### src/rtl/qfpt_pkg.sv
`timescale 1ns / 1ps
`default_nettype none
// ----------------------------------------------------------------------------
// qfpt_pkg: shared types and constants of the quadratic fit proximity trigger
// Transaction payloads, configuration struct, register indexes, the
// determinant program run by the multiply-accumulate unit, and the command
// and status groups between controller and datapath.
// ----------------------------------------------------------------------------
package qfpt_pkg;

  // Narrow operand width (power sums, sized for windows of up to 64 entries)
  localparam int NW = 68;
  // Wide operand width (cofactors, determinant, numerator)
  localparam int WW = 160;
  // Divider working width
  localparam int DW = WW + 18;
  // Radix-16 digits per narrow operand
  localparam int NDIG = NW / 4;
  // Wide register file depth
  localparam int NWREG = 11;
  // Quotient bits produced by the divider
  localparam int QW = 17;
  localparam int ADDR_W = 5;

  typedef struct packed {
    logic [7:0]  range_mm;
    logic [31:0] time_ms;
  } sample_t;

  typedef struct packed {
    logic signed [15:0] predicted_length;
    logic               motor_drive;
    logic               fit_singular;
  } result_t;

  typedef struct packed {
    logic [7:0]  target_distance;
    logic [15:0] lockout_ms;
    logic [15:0] pulse_ms;
    logic [7:0]  rearm_margin;
    logic [7:0]  range_offset;
    logic [7:0]  lead_ms;
  } cfg_t;

  // Register indexes (byte address = 4 * index)
  localparam logic [2:0] REG_TARGET   = 3'd0;
  localparam logic [2:0] REG_LOCKOUT  = 3'd1;
  localparam logic [2:0] REG_PULSE    = 3'd2;
  localparam logic [2:0] REG_MARGIN   = 3'd3;
  localparam logic [2:0] REG_OFFSET   = 3'd4;
  localparam logic [2:0] REG_LEAD     = 3'd5;

  // Narrow operand codes
  localparam logic [3:0] N_S0  = 4'd0;
  localparam logic [3:0] N_S1  = 4'd1;
  localparam logic [3:0] N_S2  = 4'd2;
  localparam logic [3:0] N_S3  = 4'd3;
  localparam logic [3:0] N_S4  = 4'd4;
  localparam logic [3:0] N_T0  = 4'd5;
  localparam logic [3:0] N_T1  = 4'd6;
  localparam logic [3:0] N_T2  = 4'd7;
  localparam logic [3:0] N_L   = 4'd8;
  localparam logic [3:0] N_L2  = 4'd9;
  localparam logic [3:0] N_ONE = 4'd10;

  // Wide register indexes
  localparam logic [3:0] W_C00 = 4'd0;
  localparam logic [3:0] W_C01 = 4'd1;
  localparam logic [3:0] W_C02 = 4'd2;
  localparam logic [3:0] W_C11 = 4'd3;
  localparam logic [3:0] W_C12 = 4'd4;
  localparam logic [3:0] W_C22 = 4'd5;
  localparam logic [3:0] W_V0  = 4'd6;
  localparam logic [3:0] W_V1  = 4'd7;
  localparam logic [3:0] W_V2  = 4'd8;
  localparam logic [3:0] W_DD  = 4'd9;
  localparam logic [3:0] W_NUM = 4'd10;

  typedef struct packed {
    logic       a_wide;
    logic [3:0] a_idx;
    logic [3:0] b_sel;
    logic       sub;
    logic       clr;
    logic       wr;
    logic [3:0] dst;
  } mac_op_t;

  localparam logic [4:0] PC_DET_LAST = 5'd14;
  localparam logic [4:0] PC_LAST     = 5'd26;

  typedef struct packed {
    mac_op_t op;
    logic    shift;
    logic    sum_load;
    logic    sum_sq;
    logic    sum_pow;
    logic    sum_acc;
    logic    mac_load;
    logic    mac_step;
    logic    mac_last;
    logic    mac_wr;
    logic    chk;
    logic    div_abs;
    logic    div_load;
    logic    div_chk;
    logic    div_step;
    logic    commit;
  } dp_cmd_t;

  typedef struct packed {
    logic dd_zero;
  } dp_status_t;

  function automatic mac_op_t mk_op(input logic a_wide, input logic [3:0] a_idx,
                                    input logic [3:0] b_sel, input logic sub,
                                    input logic clr, input logic wr,
                                    input logic [3:0] dst);
    mac_op_t o;
    o.a_wide = a_wide;
    o.a_idx  = a_idx;
    o.b_sel  = b_sel;
    o.sub    = sub;
    o.clr    = clr;
    o.wr     = wr;
    o.dst    = dst;
    return o;
  endfunction

  // Cofactors of the symmetric normal matrix, its determinant, the
  // lead-weighted cofactor rows and the Cramer numerator
  function automatic mac_op_t prog_op(input logic [4:0] pc);
    mac_op_t o;
    o = '0;
    unique case (pc)
      5'd0:  o = mk_op(1'b0, N_S2, N_S4, 1'b0, 1'b1, 1'b0, W_C00);
      5'd1:  o = mk_op(1'b0, N_S3, N_S3, 1'b1, 1'b0, 1'b1, W_C00);
      5'd2:  o = mk_op(1'b0, N_S2, N_S3, 1'b0, 1'b1, 1'b0, W_C01);
      5'd3:  o = mk_op(1'b0, N_S1, N_S4, 1'b1, 1'b0, 1'b1, W_C01);
      5'd4:  o = mk_op(1'b0, N_S1, N_S3, 1'b0, 1'b1, 1'b0, W_C02);
      5'd5:  o = mk_op(1'b0, N_S2, N_S2, 1'b1, 1'b0, 1'b1, W_C02);
      5'd6:  o = mk_op(1'b0, N_S0, N_S4, 1'b0, 1'b1, 1'b0, W_C11);
      5'd7:  o = mk_op(1'b0, N_S2, N_S2, 1'b1, 1'b0, 1'b1, W_C11);
      5'd8:  o = mk_op(1'b0, N_S1, N_S2, 1'b0, 1'b1, 1'b0, W_C12);
      5'd9:  o = mk_op(1'b0, N_S0, N_S3, 1'b1, 1'b0, 1'b1, W_C12);
      5'd10: o = mk_op(1'b0, N_S0, N_S2, 1'b0, 1'b1, 1'b0, W_C22);
      5'd11: o = mk_op(1'b0, N_S1, N_S1, 1'b1, 1'b0, 1'b1, W_C22);
      5'd12: o = mk_op(1'b1, W_C00, N_S0, 1'b0, 1'b1, 1'b0, W_DD);
      5'd13: o = mk_op(1'b1, W_C01, N_S1, 1'b0, 1'b0, 1'b0, W_DD);
      5'd14: o = mk_op(1'b1, W_C02, N_S2, 1'b0, 1'b0, 1'b1, W_DD);
      5'd15: o = mk_op(1'b1, W_C00, N_ONE, 1'b0, 1'b1, 1'b0, W_V0);
      5'd16: o = mk_op(1'b1, W_C01, N_L, 1'b0, 1'b0, 1'b0, W_V0);
      5'd17: o = mk_op(1'b1, W_C02, N_L2, 1'b0, 1'b0, 1'b1, W_V0);
      5'd18: o = mk_op(1'b1, W_C01, N_ONE, 1'b0, 1'b1, 1'b0, W_V1);
      5'd19: o = mk_op(1'b1, W_C11, N_L, 1'b0, 1'b0, 1'b0, W_V1);
      5'd20: o = mk_op(1'b1, W_C12, N_L2, 1'b0, 1'b0, 1'b1, W_V1);
      5'd21: o = mk_op(1'b1, W_C02, N_ONE, 1'b0, 1'b1, 1'b0, W_V2);
      5'd22: o = mk_op(1'b1, W_C12, N_L, 1'b0, 1'b0, 1'b0, W_V2);
      5'd23: o = mk_op(1'b1, W_C22, N_L2, 1'b0, 1'b0, 1'b1, W_V2);
      5'd24: o = mk_op(1'b1, W_V0, N_T0, 1'b0, 1'b1, 1'b0, W_NUM);
      5'd25: o = mk_op(1'b1, W_V1, N_T1, 1'b0, 1'b0, 1'b0, W_NUM);
      5'd26: o = mk_op(1'b1, W_V2, N_T2, 1'b0, 1'b0, 1'b1, W_NUM);
      default: o = '0;
    endcase
    return o;
  endfunction

endpackage
`default_nettype wire

### src/rtl/qfpt_regs.sv
`timescale 1ns / 1ps
`default_nettype none
// ----------------------------------------------------------------------------
// qfpt_regs: configuration register block
// APB-style write and read of the six trigger settings, reset to defaults.
// ----------------------------------------------------------------------------
module qfpt_regs
  import qfpt_pkg::*;
(
  input  logic              clk,
  input  logic              rst,
  input  logic              psel,
  input  logic              penable,
  input  logic              pwrite,
  input  logic [ADDR_W-1:0] paddr,
  input  logic [31:0]       pwdata,
  output logic [31:0]       prdata,
  output logic              pready,
  output cfg_t              cfg
);

  logic [2:0] reg_idx;
  logic       wr_en;

  assign reg_idx = paddr[4:2];
  assign wr_en   = psel & penable & pwrite;
  assign pready  = 1'b1;

  // Write registers; unknown indexes are dropped
  always_ff @(posedge clk) begin
    if (rst) begin
      cfg.target_distance <= 8'd50;
      cfg.lockout_ms      <= 16'd800;
      cfg.pulse_ms        <= 16'd100;
      cfg.rearm_margin    <= 8'd9;
      cfg.range_offset    <= 8'd142;
      cfg.lead_ms         <= 8'd10;
    end else if (wr_en) begin
      unique case (reg_idx)
        REG_TARGET:  cfg.target_distance <= pwdata[7:0];
        REG_LOCKOUT: cfg.lockout_ms      <= pwdata[15:0];
        REG_PULSE:   cfg.pulse_ms        <= pwdata[15:0];
        REG_MARGIN:  cfg.rearm_margin    <= pwdata[7:0];
        REG_OFFSET:  cfg.range_offset    <= pwdata[7:0];
        REG_LEAD:    cfg.lead_ms         <= pwdata[7:0];
        default: ;
      endcase
    end
  end

  // Read back
  always_comb begin
    unique case (reg_idx)
      REG_TARGET:  prdata = 32'(cfg.target_distance);
      REG_LOCKOUT: prdata = 32'(cfg.lockout_ms);
      REG_PULSE:   prdata = 32'(cfg.pulse_ms);
      REG_MARGIN:  prdata = 32'(cfg.rearm_margin);
      REG_OFFSET:  prdata = 32'(cfg.range_offset);
      REG_LEAD:    prdata = 32'(cfg.lead_ms);
      default:     prdata = 32'd0;
    endcase
  end

endmodule
`default_nettype wire

### config.mk
export PLATFORM = sky130hd
export DESIGN_NAME = qfpt_regs
export DESIGN_NICKNAME = d
export VERILOG_FILES = /design/src/rtl/qfpt_pkg.sv /design/src/rtl/qfpt_regs.sv
export SDC_FILE = /design/constraint.sdc
export NUM_CORES = 1
export LEC_CHECK = 0
export ABC_AREA = 1
export BUFFER_PORTS_ARGS = -buffer_cell sky130_fd_sc_hd__clkbuf_2
export CAP_MARGIN = 10
export CORE_ASPECT_RATIO = 0.8
export CORE_UTILIZATION = 45
export CTS_BUF_LIST = sky130_fd_sc_hd__clkbuf_2 sky130_fd_sc_hd__clkbuf_4 sky130_fd_sc_hd__clkbuf_8
export DETAILED_ROUTE_END_ITERATION = 8
export GPL_ROUTABILITY_DRIVEN = 0
export PLACE_DENSITY = 0.79
export REMOVE_ABC_BUFFERS = 1
export SYNTH_ARGS = -nofsm -noshare
export SYNTH_HDL_FRONTEND = slang
export SYNTH_SLANG_ARGS = --single-unit
### constraint.sdc
create_clock -name clk -period 1 [get_ports clk]
set_input_delay 0.1 -clock clk [delete_from_list [all_inputs] [get_ports clk]]
set_output_delay 0.1 -clock clk [all_outputs]
set_load 0.005 [all_outputs]
==> qor.csv <==
metric;value;unit
top_regs;cfg (64);
floorplan.io_pins;139;
synth_seq_area_share;39.6;%
p_leak;2.69;nW
postSynthCellCount;510;
finalSetupViolCount;23;
core_area;6930;um2
yosys_warnings;0;
p_sw;1.59;mW
critPathLaunch;cfg[5];
final_worst_clock_skew;0;ns
regToRegSetupSlack;0.08;ns
outcome;finished with violations;
synthesized_cell_area;3240;um2
violated_checks;negative setup slack;
registers.top_by_ff_count;cfg;
die_w;96.8;um
worst_min_delay_path_class;in -> reg;
yosys_register_bits;64;
synth_top_flop_cell;sky130_fd_sc_hd__dfxtp_1;
grt-busiest-layer;met2;
power.sequential.fraction;41.8;%
fmax;755;MHz
post-place-cells;714;
largest_register_ff_count;64;
diodes;0;
grt_antenna_before_repair;0;
final_routed_wirelength_across_all_metal_layers;11800;um
wire_length_of_the_first_global_routing_pass;16700;um
dp_worst_setup_slack;-0.232;ns
critPathCaptureType;output port;
dp.final_hpwl;6960;um
antenna_left;0;
hold_slack_final;0.0552;ns
worst_ep_arrival_time;1.22;ns
finished_cell_area;5180;um2
clkSlewWorstSetupHoldPaths;0.08;ns
switching_share;25.5;%
maximum_fanout_along_the_worst_path;2;
final_cell_count_no_fill;779;
cts-root-to-sink-buffers;2;
cp-start-kind;register;
worstSetupPathType;reg -> out;
postLayoutSetupSlackWorst;-0.324;ns
number_of_remaining_drc_errors;0;
dpl-instance-area;4070;um2
r2r_end;cfg[41];
placement_rows;27;
timing.setup.tns;-2.33;ns
crit-reg2reg-launch;cfg[41];
cell_internal_pwr;4.65;mW
ff2ff_path_depth;5;
area_delta_synth_final;60.2;%
post-route-period-util;132;%
grt_max_degree;65;
design.final.nets;729;
max-cap-violations;0;
grtUsageMet1;38.1;%
ys_top_cells_by_area;sky130_fd_sc_hd__dfxtp_1, sky130_fd_sc_hd__nand2_1, sky130_fd_sc_hd__nor2_1;
grt_setup_unrepaired;yes;
postSynthAreaPerCell;6.34;um2
drt_pass1_iterations;5;
floorplan.initialDensity;46.7;%
power_per_cell_area;1200;nW/um2
layout_min_cycle_time;1.32;ns
die-height;77.8;um
first_global_vias;3365;
grt_use_met2;43.4;%
portbufs;103;
die_area;7540;um2
track_usage;28.0;%
synth_largest_type_area_fraction;39.6;%
critical_path_required;0.90;ns
finalHoldViolCount;0;
detail_route.vias_per_cell;5.14;
synthArstFlopShare;0;%
cts.htree.levels;3;
synthDominantAreaCellType;sky130_fd_sc_hd__dfxtp_1;
insertion_delay;0.35;ns
synth_top_cells_by_count;sky130_fd_sc_hd__nand2_1, sky130_fd_sc_hd__nor2_1, sky130_fd_sc_hd__nand3_1;
synth.most_common_cell;sky130_fd_sc_hd__nand2_1;
crit_end;prdata[5];
synthDistinctLibCells;17;
wire_per_inst;15.1;um
synth_enable_flop_cells;0;
detailed_route_via_count;4005;
drive_gt1_share;42.5;%
drt_first_iter_violations;370;
clock-sinks;64;
cts_tree;done;
global_routing_usage_on_met3;7.75;%
slew_viol_final;0;
cts_root_buf;sky130_fd_sc_hd__clkbuf_8;
vdd_drop_max;0.000649;V
cts_inserted_buffers;9;
global_route.overflow_total;0;
share_clk_of_total_power;44.7;%
pwr-share-comb;13.5;%
==> power by group through the flow <==
stage | sequential (mW) | combinational [mW] | clock, mW
after floorplan | 2.66 | 0.285 | 0
after global placement | 2.67 | 0.630 | 0
after detailed placement | 2.67 | 0.640 | 0
after CTS | 2.61 | 0.694 | 2.84
after global routing | 2.61 | 0.904 | 2.93
final | 2.61 | 0.842 | 2.79
==> worst min path at each step <==
stage                         end  startpoint  slack, ns  cells past startpoint
after floorplan           cfg[57]   pwdata[1]       0.23                      2
after global placement    cfg[30]   pwdata[6]       0.33                      3
after detailed placement  cfg[30]   pwdata[6]       0.33                      3
after CTS                 cfg[57]   pwdata[1]       0.02                      3
after global routing      cfg[57]   pwdata[1]       0.05                      3
final                     cfg[57]   pwdata[1]       0.06                      3
==> layout by cell type (no fill, tap or decap) <==
cell type and count:
sky130_fd_sc_hd__bufinv_16 3, sky130_fd_sc_hd__nor2_2 6, sky130_fd_sc_hd__nand3_2 4, sky130_fd_sc_hd__buf_4 50, sky130_fd_sc_hd__inv_8 2, sky130_fd_sc_hd__clkbuf_8 9, sky130_fd_sc_hd__nand2_1 131, sky130_fd_sc_hd__inv_2 1
sky130_fd_sc_hd__o21ai_0 2, sky130_fd_sc_hd__nor2_4 5, sky130_fd_sc_hd__clkbuf_16 4, sky130_fd_sc_hd__conb_1 17, sky130_fd_sc_hd__a21oi_1 7, sky130_fd_sc_hd__nand4_1 17, sky130_fd_sc_hd__nand2_2 14, sky130_fd_sc_hd__nand2_4 6
sky130_fd_sc_hd__dfxtp_2 48, sky130_fd_sc_hd__clkbuf_4 1, sky130_fd_sc_hd__nand3_1 68, sky130_fd_sc_hd__buf_2 1, sky130_fd_sc_hd__nor2_1 109, sky130_fd_sc_hd__inv_6 1, sky130_fd_sc_hd__buf_8 3, sky130_fd_sc_hd__dfxtp_1 13
sky130_fd_sc_hd__clkbuf_2 86, sky130_fd_sc_hd__buf_12 8, sky130_fd_sc_hd__dlygate4sd3_1 7, sky130_fd_sc_hd__buf_6 37, sky130_fd_sc_hd__clkinv_4 2, sky130_fd_sc_hd__inv_1 27, sky130_fd_sc_hd__dfxtp_4 3
==> layout make-up <==
| cell class | instances | area, um2 |
|---|---|---|
| clock buffers | 10 | 131 |
| clock inverters | 6 | 116 |
| fillers | 517 | 1740 |
| inverters | 30 | 128 |
| multi-input cells | 386 | 1750 |
| flip-flops and latches | 64 | 1350 |
| well taps | 87 | 109 |
| repair buffers | 196 | 1600 |
==> critical path: stages, from the launching register on <==
cell,delay [ns]
sky130_fd_sc_hd__dfxtp_2,0.33
sky130_fd_sc_hd__nand4_1,0.10
sky130_fd_sc_hd__nand2_2,0.08
sky130_fd_sc_hd__nor2_1,0.15
sky130_fd_sc_hd__nand2_1,0.09
sky130_fd_sc_hd__clkbuf_2,0.12
==> repair_timing <==
action / CTS / global route
endpoints found under the setup margin: 21 / 44
endpoints found under the hold margin: 7 / 0
buffers inserted: 21 / 27
cloned: 0 / 4
hold buffers: 7 / 0
pin swaps: 24 / 26
resized for setup: 57 / 98
==> metrics by stage <==
step                      utilization (%)  power (mW)
after global placement               58.8        3.30
after global routing                 74.9        6.44
after floorplan                         -        2.95
final                                74.9        6.24
after CTS                            67.6        6.15
after detailed placement             58.8        3.31
==> logic make-up (layout without fill, tap and decap cells) <==
kind of cell,after synthesis,count (layout),share of synthesized area [%]
and+or+nand+nor,360,360,47.2
buffers and inverters,75,242,11.6
DFF,64,64,39.6
AOI/OAI and AO/OA,9,9,1.39
other,2,17,0.232
==> per-layer routing <==
metal	share of wire, %	vias up
met5	0	-
met1	42	1823
met3	9.5	26
li1	-	1924
met2	47	232
met4	2.0	0
(Power assumes the default switching activity.)
