### src/rtl/qfpt_pkg.sv
`timescale 1ns / 1ps
`default_nettype none
// ----------------------------------------------------------------------------
// qfpt_pkg: shared types and constants of the quadratic fit proximity trigger
// Transaction payloads, configuration struct, register indexes, the
// determinant program run by the multiply-accumulate unit, and the command
// and status groups between controller and datapath.
// ----------------------------------------------------------------------------
package qfpt_pkg;

  // Narrow operand width (power sums, sized for windows of up to 64 entries)
  localparam int NW = 68;
  // Wide operand width (cofactors, determinant, numerator)
  localparam int WW = 160;
  // Divider working width
  localparam int DW = WW + 18;
  // Radix-16 digits per narrow operand
  localparam int NDIG = NW / 4;
  // Wide register file depth
  localparam int NWREG = 11;
  // Quotient bits produced by the divider
  localparam int QW = 17;
  localparam int ADDR_W = 5;

  typedef struct packed {
    logic [7:0]  range_mm;
    logic [31:0] time_ms;
  } sample_t;

  typedef struct packed {
    logic signed [15:0] predicted_length;
    logic               motor_drive;
    logic               fit_singular;
  } result_t;

  typedef struct packed {
    logic [7:0]  target_distance;
    logic [15:0] lockout_ms;
    logic [15:0] pulse_ms;
    logic [7:0]  rearm_margin;
    logic [7:0]  range_offset;
    logic [7:0]  lead_ms;
  } cfg_t;

  // Register indexes (byte address = 4 * index)
  localparam logic [2:0] REG_TARGET   = 3'd0;
  localparam logic [2:0] REG_LOCKOUT  = 3'd1;
  localparam logic [2:0] REG_PULSE    = 3'd2;
  localparam logic [2:0] REG_MARGIN   = 3'd3;
  localparam logic [2:0] REG_OFFSET   = 3'd4;
  localparam logic [2:0] REG_LEAD     = 3'd5;

  // Narrow operand codes
  localparam logic [3:0] N_S0  = 4'd0;
  localparam logic [3:0] N_S1  = 4'd1;
  localparam logic [3:0] N_S2  = 4'd2;
  localparam logic [3:0] N_S3  = 4'd3;
  localparam logic [3:0] N_S4  = 4'd4;
  localparam logic [3:0] N_T0  = 4'd5;
  localparam logic [3:0] N_T1  = 4'd6;
  localparam logic [3:0] N_T2  = 4'd7;
  localparam logic [3:0] N_L   = 4'd8;
  localparam logic [3:0] N_L2  = 4'd9;
  localparam logic [3:0] N_ONE = 4'd10;

  // Wide register indexes
  localparam logic [3:0] W_C00 = 4'd0;
  localparam logic [3:0] W_C01 = 4'd1;
  localparam logic [3:0] W_C02 = 4'd2;
  localparam logic [3:0] W_C11 = 4'd3;
  localparam logic [3:0] W_C12 = 4'd4;
  localparam logic [3:0] W_C22 = 4'd5;
  localparam logic [3:0] W_V0  = 4'd6;
  localparam logic [3:0] W_V1  = 4'd7;
  localparam logic [3:0] W_V2  = 4'd8;
  localparam logic [3:0] W_DD  = 4'd9;
  localparam logic [3:0] W_NUM = 4'd10;

  typedef struct packed {
    logic       a_wide;
    logic [3:0] a_idx;
    logic [3:0] b_sel;
    logic       sub;
    logic       clr;
    logic       wr;
    logic [3:0] dst;
  } mac_op_t;

  localparam logic [4:0] PC_DET_LAST = 5'd14;
  localparam logic [4:0] PC_LAST     = 5'd26;

  typedef struct packed {
    mac_op_t op;
    logic    shift;
    logic    sum_load;
    logic    sum_sq;
    logic    sum_pow;
    logic    sum_acc;
    logic    mac_load;
    logic    mac_step;
    logic    mac_last;
    logic    mac_wr;
    logic    chk;
    logic    div_abs;
    logic    div_load;
    logic    div_chk;
    logic    div_step;
    logic    commit;
  } dp_cmd_t;

  typedef struct packed {
    logic dd_zero;
  } dp_status_t;

  function automatic mac_op_t mk_op(input logic a_wide, input logic [3:0] a_idx,
                                    input logic [3:0] b_sel, input logic sub,
                                    input logic clr, input logic wr,
                                    input logic [3:0] dst);
    mac_op_t o;
    o.a_wide = a_wide;
    o.a_idx  = a_idx;
    o.b_sel  = b_sel;
    o.sub    = sub;
    o.clr    = clr;
    o.wr     = wr;
    o.dst    = dst;
    return o;
  endfunction

  // Cofactors of the symmetric normal matrix, its determinant, the
  // lead-weighted cofactor rows and the Cramer numerator
  function automatic mac_op_t prog_op(input logic [4:0] pc);
    mac_op_t o;
    o = '0;
    unique case (pc)
      5'd0:  o = mk_op(1'b0, N_S2, N_S4, 1'b0, 1'b1, 1'b0, W_C00);
      5'd1:  o = mk_op(1'b0, N_S3, N_S3, 1'b1, 1'b0, 1'b1, W_C00);
      5'd2:  o = mk_op(1'b0, N_S2, N_S3, 1'b0, 1'b1, 1'b0, W_C01);
      5'd3:  o = mk_op(1'b0, N_S1, N_S4, 1'b1, 1'b0, 1'b1, W_C01);
      5'd4:  o = mk_op(1'b0, N_S1, N_S3, 1'b0, 1'b1, 1'b0, W_C02);
      5'd5:  o = mk_op(1'b0, N_S2, N_S2, 1'b1, 1'b0, 1'b1, W_C02);
      5'd6:  o = mk_op(1'b0, N_S0, N_S4, 1'b0, 1'b1, 1'b0, W_C11);
      5'd7:  o = mk_op(1'b0, N_S2, N_S2, 1'b1, 1'b0, 1'b1, W_C11);
      5'd8:  o = mk_op(1'b0, N_S1, N_S2, 1'b0, 1'b1, 1'b0, W_C12);
      5'd9:  o = mk_op(1'b0, N_S0, N_S3, 1'b1, 1'b0, 1'b1, W_C12);
      5'd10: o = mk_op(1'b0, N_S0, N_S2, 1'b0, 1'b1, 1'b0, W_C22);
      5'd11: o = mk_op(1'b0, N_S1, N_S1, 1'b1, 1'b0, 1'b1, W_C22);
      5'd12: o = mk_op(1'b1, W_C00, N_S0, 1'b0, 1'b1, 1'b0, W_DD);
      5'd13: o = mk_op(1'b1, W_C01, N_S1, 1'b0, 1'b0, 1'b0, W_DD);
      5'd14: o = mk_op(1'b1, W_C02, N_S2, 1'b0, 1'b0, 1'b1, W_DD);
      5'd15: o = mk_op(1'b1, W_C00, N_ONE, 1'b0, 1'b1, 1'b0, W_V0);
      5'd16: o = mk_op(1'b1, W_C01, N_L, 1'b0, 1'b0, 1'b0, W_V0);
      5'd17: o = mk_op(1'b1, W_C02, N_L2, 1'b0, 1'b0, 1'b1, W_V0);
      5'd18: o = mk_op(1'b1, W_C01, N_ONE, 1'b0, 1'b1, 1'b0, W_V1);
      5'd19: o = mk_op(1'b1, W_C11, N_L, 1'b0, 1'b0, 1'b0, W_V1);
      5'd20: o = mk_op(1'b1, W_C12, N_L2, 1'b0, 1'b0, 1'b1, W_V1);
      5'd21: o = mk_op(1'b1, W_C02, N_ONE, 1'b0, 1'b1, 1'b0, W_V2);
      5'd22: o = mk_op(1'b1, W_C12, N_L, 1'b0, 1'b0, 1'b0, W_V2);
      5'd23: o = mk_op(1'b1, W_C22, N_L2, 1'b0, 1'b0, 1'b1, W_V2);
      5'd24: o = mk_op(1'b1, W_V0, N_T0, 1'b0, 1'b1, 1'b0, W_NUM);
      5'd25: o = mk_op(1'b1, W_V1, N_T1, 1'b0, 1'b0, 1'b0, W_NUM);
      5'd26: o = mk_op(1'b1, W_V2, N_T2, 1'b0, 1'b0, 1'b1, W_NUM);
      default: o = '0;
    endcase
    return o;
  endfunction

endpackage
`default_nettype wire

### src/rtl/qfpt_ctrl.sv
`timescale 1ns / 1ps
`default_nettype none
// ----------------------------------------------------------------------------
// qfpt_ctrl: sequencing state machine
// Walks the window, runs the determinant program on the shared
// multiply-accumulate unit, drives the divider and owns the handshakes.
// ----------------------------------------------------------------------------
module qfpt_ctrl
  import qfpt_pkg::*;
#(
  parameter int WINDOW = 8
) (
  input  logic                 clk,
  input  logic                 rst,
  input  logic                 sample_valid,
  output logic                 sample_ready,
  output logic                 result_valid,
  input  logic                 result_ready,
  input  dp_status_t           status,
  output dp_cmd_t              cmd,
  output logic [$clog2(WINDOW)-1:0] idx
);

  localparam int IW = $clog2(WINDOW);
  localparam logic [IW-1:0] IDX_LAST = IW'(WINDOW - 1);
  localparam logic [4:0]    DIG_LAST = 5'(NDIG - 1);
  localparam logic [4:0]    QDIG_LAST = 5'(QW - 1);

  localparam logic [3:0] S_IDLE     = 4'd0;
  localparam logic [3:0] S_SUM_LOAD = 4'd1;
  localparam logic [3:0] S_SUM_SQ   = 4'd2;
  localparam logic [3:0] S_SUM_POW  = 4'd3;
  localparam logic [3:0] S_SUM_ACC  = 4'd4;
  localparam logic [3:0] S_MAC_LOAD = 4'd5;
  localparam logic [3:0] S_MAC_STEP = 4'd6;
  localparam logic [3:0] S_MAC_WR   = 4'd7;
  localparam logic [3:0] S_CHK      = 4'd8;
  localparam logic [3:0] S_DIV_ABS  = 4'd9;
  localparam logic [3:0] S_DIV_LOAD = 4'd10;
  localparam logic [3:0] S_DIV_CHK  = 4'd11;
  localparam logic [3:0] S_DIV_STEP = 4'd12;
  localparam logic [3:0] S_COMMIT   = 4'd13;

  logic [3:0]    state, state_next;
  logic [IW-1:0] idx_next;
  logic [4:0]    pc, pc_next;
  logic [4:0]    dig, dig_next;
  logic          result_valid_next;

  assign sample_ready = (state == S_IDLE);

  always_ff @(posedge clk) begin
    if (rst) begin
      state        <= S_IDLE;
      idx          <= '0;
      pc           <= '0;
      dig          <= '0;
      result_valid <= 1'b0;
    end else begin
      state        <= state_next;
      idx          <= idx_next;
      pc           <= pc_next;
      dig          <= dig_next;
      result_valid <= result_valid_next;
    end
  end

  // Next state and commands
  always_comb begin
    state_next        = state;
    idx_next          = idx;
    pc_next           = pc;
    dig_next          = dig;
    result_valid_next = result_valid & ~result_ready;
    cmd               = '0;
    cmd.op            = prog_op(pc);
    unique case (state)
      S_IDLE: begin
        if (sample_valid) begin
          cmd.shift  = 1'b1;
          idx_next   = '0;
          state_next = S_SUM_LOAD;
        end
      end
      S_SUM_LOAD: begin
        cmd.sum_load = 1'b1;
        state_next   = S_SUM_SQ;
      end
      S_SUM_SQ: begin
        cmd.sum_sq = 1'b1;
        state_next = S_SUM_POW;
      end
      S_SUM_POW: begin
        cmd.sum_pow = 1'b1;
        state_next  = S_SUM_ACC;
      end
      S_SUM_ACC: begin
        cmd.sum_acc = 1'b1;
        if (idx == IDX_LAST) begin
          pc_next    = '0;
          state_next = S_MAC_LOAD;
        end else begin
          idx_next   = idx + 1'b1;
          state_next = S_SUM_LOAD;
        end
      end
      S_MAC_LOAD: begin
        cmd.mac_load = 1'b1;
        dig_next     = '0;
        state_next   = S_MAC_STEP;
      end
      S_MAC_STEP: begin
        cmd.mac_step = 1'b1;
        cmd.mac_last = (dig == DIG_LAST);
        if (dig == DIG_LAST) begin
          state_next = S_MAC_WR;
        end else begin
          dig_next = dig + 1'b1;
        end
      end
      S_MAC_WR: begin
        cmd.mac_wr = 1'b1;
        if (pc == PC_DET_LAST) begin
          state_next = S_CHK;
        end else if (pc == PC_LAST) begin
          state_next = S_DIV_ABS;
        end else begin
          pc_next    = pc + 1'b1;
          state_next = S_MAC_LOAD;
        end
      end
      S_CHK: begin
        cmd.chk = 1'b1;
        if (status.dd_zero) begin
          state_next = S_COMMIT;
        end else begin
          pc_next    = pc + 1'b1;
          state_next = S_MAC_LOAD;
        end
      end
      S_DIV_ABS: begin
        cmd.div_abs = 1'b1;
        state_next  = S_DIV_LOAD;
      end
      S_DIV_LOAD: begin
        cmd.div_load = 1'b1;
        state_next   = S_DIV_CHK;
      end
      S_DIV_CHK: begin
        cmd.div_chk = 1'b1;
        dig_next    = '0;
        state_next  = S_DIV_STEP;
      end
      S_DIV_STEP: begin
        cmd.div_step = 1'b1;
        if (dig == QDIG_LAST) begin
          state_next = S_COMMIT;
        end else begin
          dig_next = dig + 1'b1;
        end
      end
      S_COMMIT: begin
        // Hold until the output register is free
        if (!result_valid || result_ready) begin
          cmd.commit        = 1'b1;
          result_valid_next = 1'b1;
          state_next        = S_IDLE;
        end
      end
      default: state_next = S_IDLE;
    endcase
  end

endmodule
`default_nettype wire

### config.mk
export PLATFORM = sky130hd
export DESIGN_NAME = qfpt_ctrl
export DESIGN_NICKNAME = d
export VERILOG_FILES = /design/src/rtl/qfpt_pkg.sv /design/src/rtl/qfpt_ctrl.sv
export SDC_FILE = /design/constraint.sdc
export NUM_CORES = 1
export LEC_CHECK = 0
export BUFFER_PORTS_ARGS = -buffer_cell sky130_fd_sc_hd__buf_2
export CORE_UTILIZATION = 30
export DETAILED_ROUTE_END_ITERATION = 7
export GPL_TIMING_DRIVEN = 0
export HOLD_SLACK_MARGIN = 0.08
export REMOVE_ABC_BUFFERS = 1
export SYNTH_ARGS = -nofsm -noshare
export SYNTH_HDL_FRONTEND = slang
export SYNTH_SLANG_ARGS = --single-unit
export TNS_END_PERCENT = 10
### constraint.sdc
create_clock -name clk -period 3.62 [get_ports clk]
set_clock_uncertainty 0.05 [all_clocks]
set_input_delay 0.181 -clock clk [delete_from_list [all_inputs] [get_ports clk]]
set_output_delay 0.181 -clock clk [all_outputs]
set_load 0.01 [all_outputs]
==> impl_metrics.py, run 1 <==
metrics = {
    "place": {
        "port_buffers": 40,
        "dp_slack_ns": -0.160,
        "dp.final_hpwl_mm": 3.84,
        "routabilityCongestion": 0.872,
    },
    "worst_setup_path": {
        "required_ns": 3.73,
        "cp-end-kind": "register",
        "crit_chain": "inv_1, ha_1, and2_1, a32o_2, or2_4, a31oi_4, inv_1, ha_1, o221a_1, o32ai_1, o221ai_1",
        "cp.arrival_ns": 3.46,
        "critPathTopFamily": "compound AO/OA/AOI/OAI gates",
        "startpoint_type": "register",
        "path_class": "reg2reg",
        "slowest_delay_ns": 0.45,
        "path_buf_inv": 2,
        "crit_fanout": 9,
        "slowest_stage": "dfxtp_1",
    },
    "final_layout": {
        "final_common_cell": "buf_2",
        "fill_cells": 775,
        "fin_nets": 323,
        "final_cell_mix": "40 x buf_2, 31 x dfxtp_1, 25 x nor2_1, 19 x nand2_1, 19 x a21oi_1",
        "diodes": 0,
        "regArea_sq_um": 684,
        "drive_gt1_share_pct": 23.1,
        "multi_input_area_sq_mm": 0.00141,
        "area_growth_pct": 15.0,
    },
    "synthesis": {
        "ys_seq_area_share_pct": 30.4,
        "synth_cell_types": 61,
        "synthArstFlopShare_pct": 0,
        "ys_ff_latch": 34,
        "syn_inst": 277,
        "syn_avg_cell_area_sq_um": 8.08,
        "synth_flop_cell": "dfxtp_1",
        "syn-cell-area_sq_mm": 0.00224,
        "synth-edff-count": 0,
        "synth_top_area_share_pct": 30.4,
        "post-synth-top-area-cell": "dfxtp_1",
        "synth_area_leaders": "dfxtp_1 30%, ha_1 6.2%, nor2_1 4.4%",
        "ys_warn_count": 0,
    },
    "cts": {
        "cts.path.max_buffers": 2,
        "cts_root_buffer": "clkbuf_8",
        "clk_latency_ns": 0.29,
        "clkTransAtPathRegs_ns": 0.07,
        "numCtsBuffers": 5,
        "tritoncts": "done",
        "htreeDepth": 2,
        "cts.sinks": 34,
        "cts_hold_buf": 0,
        "cts_setup_buffers": 0,
    },
    "pwr": {
        "p_leak_nw": 1.09,
        "power-per-cell-area_mw_per_mm2": 288,
        "vdd_drop_max_mv": 0.125,
    },
    "floorplanning": {
        "die_width_um": 88.4,
        "core.rowCount": 31,
        "dieArea_sq_mm": 0.00781,
        "die-height_um": 88.4,
        "start_util_pct": 31.0,
        "core_sq_mm": 0.00721,
        "io_pins": 41,
    },
    "sta": {
        "rsz0062_at_grt": "false",
        "relSlewSlack_pct": 28.8,
        "worst_slew_pin_slew_ns": 1.07,
        "fin_setup_tns_ns": 0,
        "max_freq_mhz": 298,
        "setup_viol": 0,
        "hold_violations": 0,
        "fin_crit_sh_pct": 92.7,
        "fin_ws_ns": 0.264,
        "report.final.slew_viol_count": 0,
        "fin_crit_ns": 3.36,
    },
    "status": {
        "status": "completed",
    },
    "drt": {
        "dr.pass1.iters": 4,
        "drc_errors": 0,
        "via_per_inst": 5.19,
        "ant_nets": 0,
        "wl_per_cell_um": 13.1,
        "drt_wl_total_mm": 5.32,
        "drt_iter0_drc": 132,
        "dr_total_vias": 2113,
    },
    "hold_path": {
        "hold_class": "in2reg",
    },
    "global_route": {
        "grt_pass1_wl_mm": 8.69,
        "grt_pass1_vias": 1820,
        "antenna_found_initial": 0,
        "grt_start_max_net_pins": 26,
        "grt_overflow_total": 0,
        "track_usage_pct": 14.1,
    },
    "flow_run": {
        "maxCapViolations": 0,
    },
}
==> synthesized netlist by cell type (all sizes together) (3+ instances only) <==
library cell  instances
nand3                13
nor2                 27
o21a                  4
o32ai                 4
nor3                 16
a211oi                3
buf                  10
mux2i                 5
a31oi                 5
a221oi                3
dfxtp                34
inv                  15
or3                   4
xor2                  5
clkbuf                7
nand2                19
nand2b                6
or2                   3
o22ai                 3
and3                  4
and2                  7
nor2b                 4
ha                   11
a2bb2oi               3
xnor2                 4
o21ai                11
a21oi                19
o311ai                3
==> final timing paths <==
kind / slack, ns / depth (start not counted) / start / end
worst max-delay path: 0.26 / 11 / pc[0]$_SDFFE_PP0N_ / cmd[26]$_DFF_P_
worst max register to register: 0.26 / 11 / pc[0]$_SDFFE_PP0N_ / cmd[26]$_DFF_P_
worst min register to register: 0.42 / 2 / idx[1]$_SDFFE_PP0P_ / idx[1]$_SDFFE_PP0P_
worst min-delay path: 0.15 / 3 / result_ready / result_valid$_SDFF_PP0_
==> layout make-up <==
cell class | count | share of cell area, %
Clock buffer | 6 | 3.21
Timing Repair Buffer | 40 | 7.78
Multi-Input combinational cell | 210 | 54.6
Sequential cell | 34 | 26.6
Clock inverter | 2 | 0.486
Tap cell | 99 | 4.81
Inverter | 16 | 2.53
==> state kept, by name, summed over array words and instances, names as in the netlist <==
register	count
dig	5
result_valid	1
state	4
pc	5
cmd	16
idx	3
==> cells by family after synthesis <==
logic type               Yosys count  share of synthesized area, %
AND/OR/NAND/NOR                  109                          24.8
AO/OA/AOI/OAI                     74                          24.3
flip-flops                        34                          30.4
buffers and inverters             33                          7.38
adder cells (fa/ha/maj)           11                          6.15
XOR/XNOR                           9                          3.52
multiplexers                       7                          3.41
==> through the flow <==
stage	instances	cell area (sq um)	hold WS, ns	power, mW	utilization [%]
2_1_floorplan	260	2140	0.200	0.433	-
3_3_place_gp	399	2460	0.413	0.454	34.1
3_5_place_dp	399	2460	0.418	0.455	34.1
4_1_cts	407	2570	0.153	0.751	35.6
5_1_grt	407	2570	0.177	0.772	35.7
6_report	407	2570	0.149	0.741	35.7
==> worst reg2reg max path: cells and delay by family (launching register included) <==
family | cells | cell delay [ns]
compound gates | 5 | 1.34
fa+ha+maj | 2 | 0.57
buf+inv | 2 | 0.33
flops | 1 | 0.45
simple gates | 2 | 0.48
==> where the power goes <==
part	switching (mW)	leakage (nW)	total (mW)	internal [mW]
registers	0.0103	0.276	0.388	0.378
clock network	0.141	0.0472	0.294	0.153
logic	0.0362	0.766	0.0590	0.0228
==> timing repair <==
action | in CTS | in global routing
endpoints found under the setup margin | 4 | 6
hold endpoints to repair | 0 | 0
gates resized for setup | 3 | 3
==> metal layers <==
metal | up-vias | global-route usage, % | routed length, um
met5 | - | 0 | 0
met4 | 0 | 5.43 | 78
met3 | 5 | 2.71 | 261
met2 | 62 | 23.0 | 2520
met1 | 984 | 18.5 | 2460
li1 | 1062 | - | -
(Power assumes the default switching activity.)
==> run 2: changes to the inputs <==
--- a/config.mk
+++ b/config.mk
@@ -9,2 +9,3 @@
 export CORE_UTILIZATION = 30
+export CTS_BUF_LIST = sky130_fd_sc_hd__clkbuf_4
 export DETAILED_ROUTE_END_ITERATION = 7
--- a/constraint.sdc
+++ b/constraint.sdc
@@ -4,2 +4,2 @@
 set_output_delay 0.181 -clock clk [all_outputs]
-set_load 0.01 [all_outputs]
+set_load 0.005 [all_outputs]
==> impl_metrics.py, run 2 (synthesis gave the netlist of run 1 again) <==
metrics = {
    "pwr": {
        "p_leak_nw": 1.07,
        "power-per-cell-area_mw_per_mm2": 257,
        "vdd_drop_max_mv": 0.0825,
    },
    "global_route": {
        "track_usage_pct": 14.1,
        "grt_overflow_total": 0,
        "grt_start_max_net_pins": 26,
        "grt_pass1_vias": 1836,
        "antenna_found_initial": 0,
        "grt_pass1_wl_mm": 8.70,
    },
    "floorplanning": {
        "io_pins": 41,
        "start_util_pct": 31.0,
        "core.rowCount": 31,
        "dieArea_sq_mm": 0.00781,
        "core_sq_mm": 0.00721,
        "die_width_um": 88.4,
        "die-height_um": 88.4,
    },
    "sta": {
        "fin_crit_sh_pct": 93.2,
        "max_freq_mhz": 297,
        "report.final.slew_viol_count": 0,
        "relSlewSlack_pct": 28.7,
        "fin_crit_ns": 3.37,
        "setup_viol": 0,
        "hold_violations": 0,
        "rsz0062_at_grt": "false",
        "worst_slew_pin_slew_ns": 1.07,
        "fin_setup_tns_ns": 0,
    },
    "cts": {
        "cts_root_buffer": "clkbuf_4",
        "clkTransAtPathRegs_ns": 0.11,
        "cts.sinks": 34,
        "htreeDepth": 2,
        "cts.path.max_buffers": 2,
        "clk_latency_ns": 0.35,
        "tritoncts": "done",
        "cts_setup_buffers": 0,
        "numCtsBuffers": 5,
    },
    "place": {
        "routabilityCongestion": 0.872,
        "port_buffers": 40,
        "placed_area_sq_mm": 0.00246,
        "place_inst": 399,
        "dp.final_hpwl_mm": 3.84,
    },
    "final_layout": {
        "final_cells": 407,
        "final_common_cell": "buf_2",
        "final_cell_mix": "40 x buf_2, 31 x dfxtp_1, 25 x nor2_1, 19 x nand2_1, 19 x a21oi_1",
        "diodes": 0,
        "fin_area_sq_mm": 0.00254,
        "utilization_pct": 35.2,
        "fill_cells": 786,
        "largest_reg_flops": 16,
        "area_growth_pct": 13.4,
        "drive_gt1_share_pct": 22.7,
        "fin_nets": 323,
    },
    "worst_setup_path": {
        "required_ns": 3.87,
        "path_class": "reg2reg",
        "startpoint_type": "register",
        "crit_fanout": 9,
        "cp.arrival_ns": 3.62,
        "cp-end-kind": "register",
    },
    "drt": {
        "dr.pass1.iters": 4,
        "dr_total_vias": 2099,
        "wl_per_cell_um": 13.0,
        "via_per_inst": 5.16,
        "drc_errors": 0,
        "ant_nets": 0,
        "drt_iter0_drc": 146,
        "drt_wl_total_mm": 5.29,
    },
    "hold_path": {
        "hold_class": "in2reg",
    },
    "status": {
        "status": "completed",
    },
    "flow_run": {
        "maxCapViolations": 0,
    },
}
## run 2: cell types whose count changed in the layout (fill, tap and decap cells not counted), sizes merged
cell,previous run,this run
clkbuf,6,5
clkinv,2,3
## run 2: layout make-up
class	instances	area [sq um]	area share, %
Timing Repair Buffer	40	200	7.89
Sequential cell	34	684	27.0
Inverter	16	65.1	2.56
Multi-Input combinational cell	210	1410	55.6
Tap cell	99	124	4.88
Clock buffer	5	37.5	1.48
Clock inverter	3	16.3	0.641
## run 2: worst paths after layout
path / startpoint / to / slack [ns] / depth (start not counted)
worst max-delay path: pc[0]$_SDFFE_PP0N_ / cmd[23]$_DFF_P_ / 0.25 / 11
worst min-delay path: result_ready / result_valid$_SDFF_PP0_ / 0.08 / 3
worst max register to register: pc[0]$_SDFFE_PP0N_ / cmd[23]$_DFF_P_ / 0.25 / 11
worst min register to register: idx[1]$_SDFFE_PP0P_ / idx[1]$_SDFFE_PP0P_ / 0.43 / 2
## run 2: stage by stage
stage | hold WS (ns) | power, mW | setup slack, ns
final | 0.0825 | 0.653 | 0.248
after CTS | 0.0841 | 0.659 | 0.0303
after detailed placement | 0.418 | 0.452 | -0.160
after global routing | 0.100 | 0.686 | 0.00603
after floorplan | 0.200 | 0.430 | 0.448
after global placement | 0.413 | 0.451 | -0.179
## run 2: report_power, final
part	leakage (nW)	total [mW]	internal (mW)	switching [mW]
combinational	0.767	0.0558	0.0226	0.0332
sequential	0.276	0.388	0.378	0.0102
clock	0.0286	0.209	0.0721	0.137
total	1.07	0.653	0.473	0.180
## run 2: worst max-delay path: stages, from the launching register on
cell	delay (ns)
dfxtp_1	0.46
inv_1	0.12
ha_1	0.22
and2_1	0.18
a32o_2	0.34
or2_4	0.30
a2bb2oi_1	0.41
nor2_4	0.11
ha_1	0.43
mux2_4	0.30
a221oi_2	0.25
a2bb2oi_2	0.14
## run 2: repair_timing
item,CTS,global route
hold buffers,0,0
setup endpoints to repair,4,5
resized for setup,3,4
pin swaps,0,0
## run 2: layer usage
metal	track usage, %	wire length [um]	vias up
met1	18.6	2480	978
li1	-	-	1070
met5	0	0	-
met2	22.7	2520	46
met3	2.99	257	5
met4	5.28	36	0
==> run 3: changes to the inputs <==
clock period = 2.8 ns   (was 3.62 ns; I/O delays follow)
==> impl_metrics.py, run 3 (synthesis gave the netlist of run 1 again) <==
metrics = {
    "global_route": {
        "grt_overflow_total": 0,
        "grt_pass1_vias": 1945,
        "grt_start_max_net_pins": 26,
        "grt_pass1_wl_mm": 9.33,
        "track_usage_pct": 15.1,
        "antenna_found_initial": 0,
    },
    "final_layout": {
        "utilization_pct": 41.5,
        "diodes": 0,
        "largest_reg_flops": 16,
        "multi_input_area_sq_mm": 0.00159,
        "drive_gt1_share_pct": 37.1,
        "final_cell_mix": "40 x buf_2, 29 x dfxtp_1, 29 x buf_4, 23 x nor2_1",
        "regArea_sq_um": 699,
        "area_growth_pct": 33.9,
        "fin_area_sq_mm": 0.00300,
        "fin_nets": 357,
        "fill_cells": 729,
        "final_common_cell": "buf_2",
    },
    "drt": {
        "dr_total_vias": 2298,
        "drt_iter0_drc": 221,
        "via_per_inst": 5.21,
        "drc_errors": 0,
        "wl_per_cell_um": 14.3,
        "ant_nets": 0,
        "drt_wl_total_mm": 6.29,
        "dr.pass1.iters": 5,
    },
    "pwr": {
        "vdd_drop_max_mv": 0.107,
        "p_leak_nw": 1.26,
        "power-per-cell-area_mw_per_mm2": 286,
    },
    "worst_setup_path": {
        "slowest_stage": "or4b_4",
        "slowest_delay_ns": 0.56,
        "path_class": "reg2reg",
        "cp.arrival_ns": 2.91,
        "crit_chain": "or4b_4, clkinv_4, nor2_2, or2_4, a2bb2oi_4, nor2_4, inv_2, ha_4, o221a_1, o32ai_2, o221ai_1",
        "startpoint_type": "register",
        "r2r-start": "state[1]$_SDFFE_PP0P_",
        "crit_fanout": 5,
        "cp-end-kind": "register",
        "crit_start": "state[1]$_SDFFE_PP0P_",
        "r2r_cells": 11,
        "required_ns": 2.97,
    },
    "sta": {
        "report.final.slew_viol_count": 0,
        "relSlewSlack_pct": 57.4,
        "fin_crit_ns": 2.73,
        "worst_slew_pin_slew_ns": 0.639,
        "rsz0062_at_grt": "true",
        "fin_setup_tns_ns": 0,
        "fin_ws_ns": 0.0654,
        "hold_violations": 0,
        "max_freq_mhz": 366,
        "fin_crit_sh_pct": 97.7,
        "setup_viol": 0,
    },
    "cts": {
        "cts_root_buffer": "clkbuf_4",
        "tritoncts": "done",
        "clk_latency_ns": 0.35,
        "htreeDepth": 2,
        "clkTransAtPathRegs_ns": 0.11,
        "cts.path.max_buffers": 2,
        "numCtsBuffers": 5,
        "cts.sinks": 34,
    },
    "place": {
        "port_buffers": 40,
        "dp_slack_ns": -0.980,
        "dp.final_hpwl_mm": 3.84,
        "routabilityCongestion": 0.872,
        "placed_area_sq_mm": 0.00246,
    },
    "floorplanning": {
        "io_pins": 41,
        "core_sq_mm": 0.00721,
        "dieArea_sq_mm": 0.00781,
        "start_util_pct": 31.0,
        "core.rowCount": 31,
        "die_width_um": 88.4,
        "die-height_um": 88.4,
    },
    "flow_run": {
        "maxCapViolations": 0,
    },
    "hold_path": {
        "hp-start": "sample_valid",
        "whs_path_depth": 3,
        "hold_class": "in2reg",
    },
    "status": {
        "status": "completed",
    },
}
[run 3: cell count changes in the layout (fill, tap and decap cells not counted), sizes merged]
cell / delta
o221ai: +1
dlygate4sd3: +1
buf: +32
[run 3: area by class of cell]
cell class	instances	area share, %
Tap cell	99	4.13
Clock buffer	5	1.25
Clock inverter	3	0.543
Sequential cell	34	23.3
Multi-Input combinational cell	211	53.1
Timing Repair Buffer	73	15.4
Inverter	16	2.25
[run 3: final timing paths]
check / slack (ns) / to
min: 0.11 / state[3]$_SDFFE_PP0P_
max reg2reg: 0.07 / cmd[26]$_DFF_P_
min reg2reg: 0.43 / idx[1]$_SDFFE_PP0P_
max: 0.07 / cmd[26]$_DFF_P_
[run 3: power by group]
group	switching (mW)	total [mW]	leakage (nW)	internal (mW)
logic	0.0537	0.0924	0.953	0.0386
registers	0.00714	0.494	0.278	0.486
clock network	0.178	0.271	0.0286	0.0932
[run 3: through the flow]
step / cells / power, mW / hold WS (ns)
6_report: 441 / 0.857 / 0.112
5_1_grt: 441 / 0.898 / 0.112
3_5_place_dp: 399 / 0.584 / 0.418
2_1_floorplan: 260 / 0.555 / 0.159
3_3_place_gp: 399 / 0.583 / 0.409
4_1_cts: 423 / 0.862 / 0.102
[run 3: timing repair]
| action | in CTS | in global routing |
|---|---|---|
| gates cloned | 0 | 1 |
| hold endpoints to repair | 1 | 0 |
| hold buffers | 1 | 0 |
| setup buffers | 15 | 17 |
| pin swaps | 6 | 12 |
| endpoints found under the setup margin | 17 | 13 |
| gates resized for setup | 36 | 17 |
[run 3: worst max-delay path: cells and delay by family (launching register included)]
family | cells | cell delay [ns]
compound gates | 4 | 0.73
simple gates | 4 | 1.07
flops | 1 | 0.38
buf+inv | 2 | 0.18
fa+ha+maj | 1 | 0.18
[run 3: layer usage]
| metal | vias up | GRT usage (%) | wire [um] |
|---|---|---|---|
| met4 | 0 | 4.84 | 175 |
| met2 | 85 | 25.4 | 3040 |
| met1 | 1061 | 19.7 | 2700 |
| met3 | 15 | 2.71 | 371 |
| li1 | 1137 | - | - |
| met5 | - | 0 | 0 |
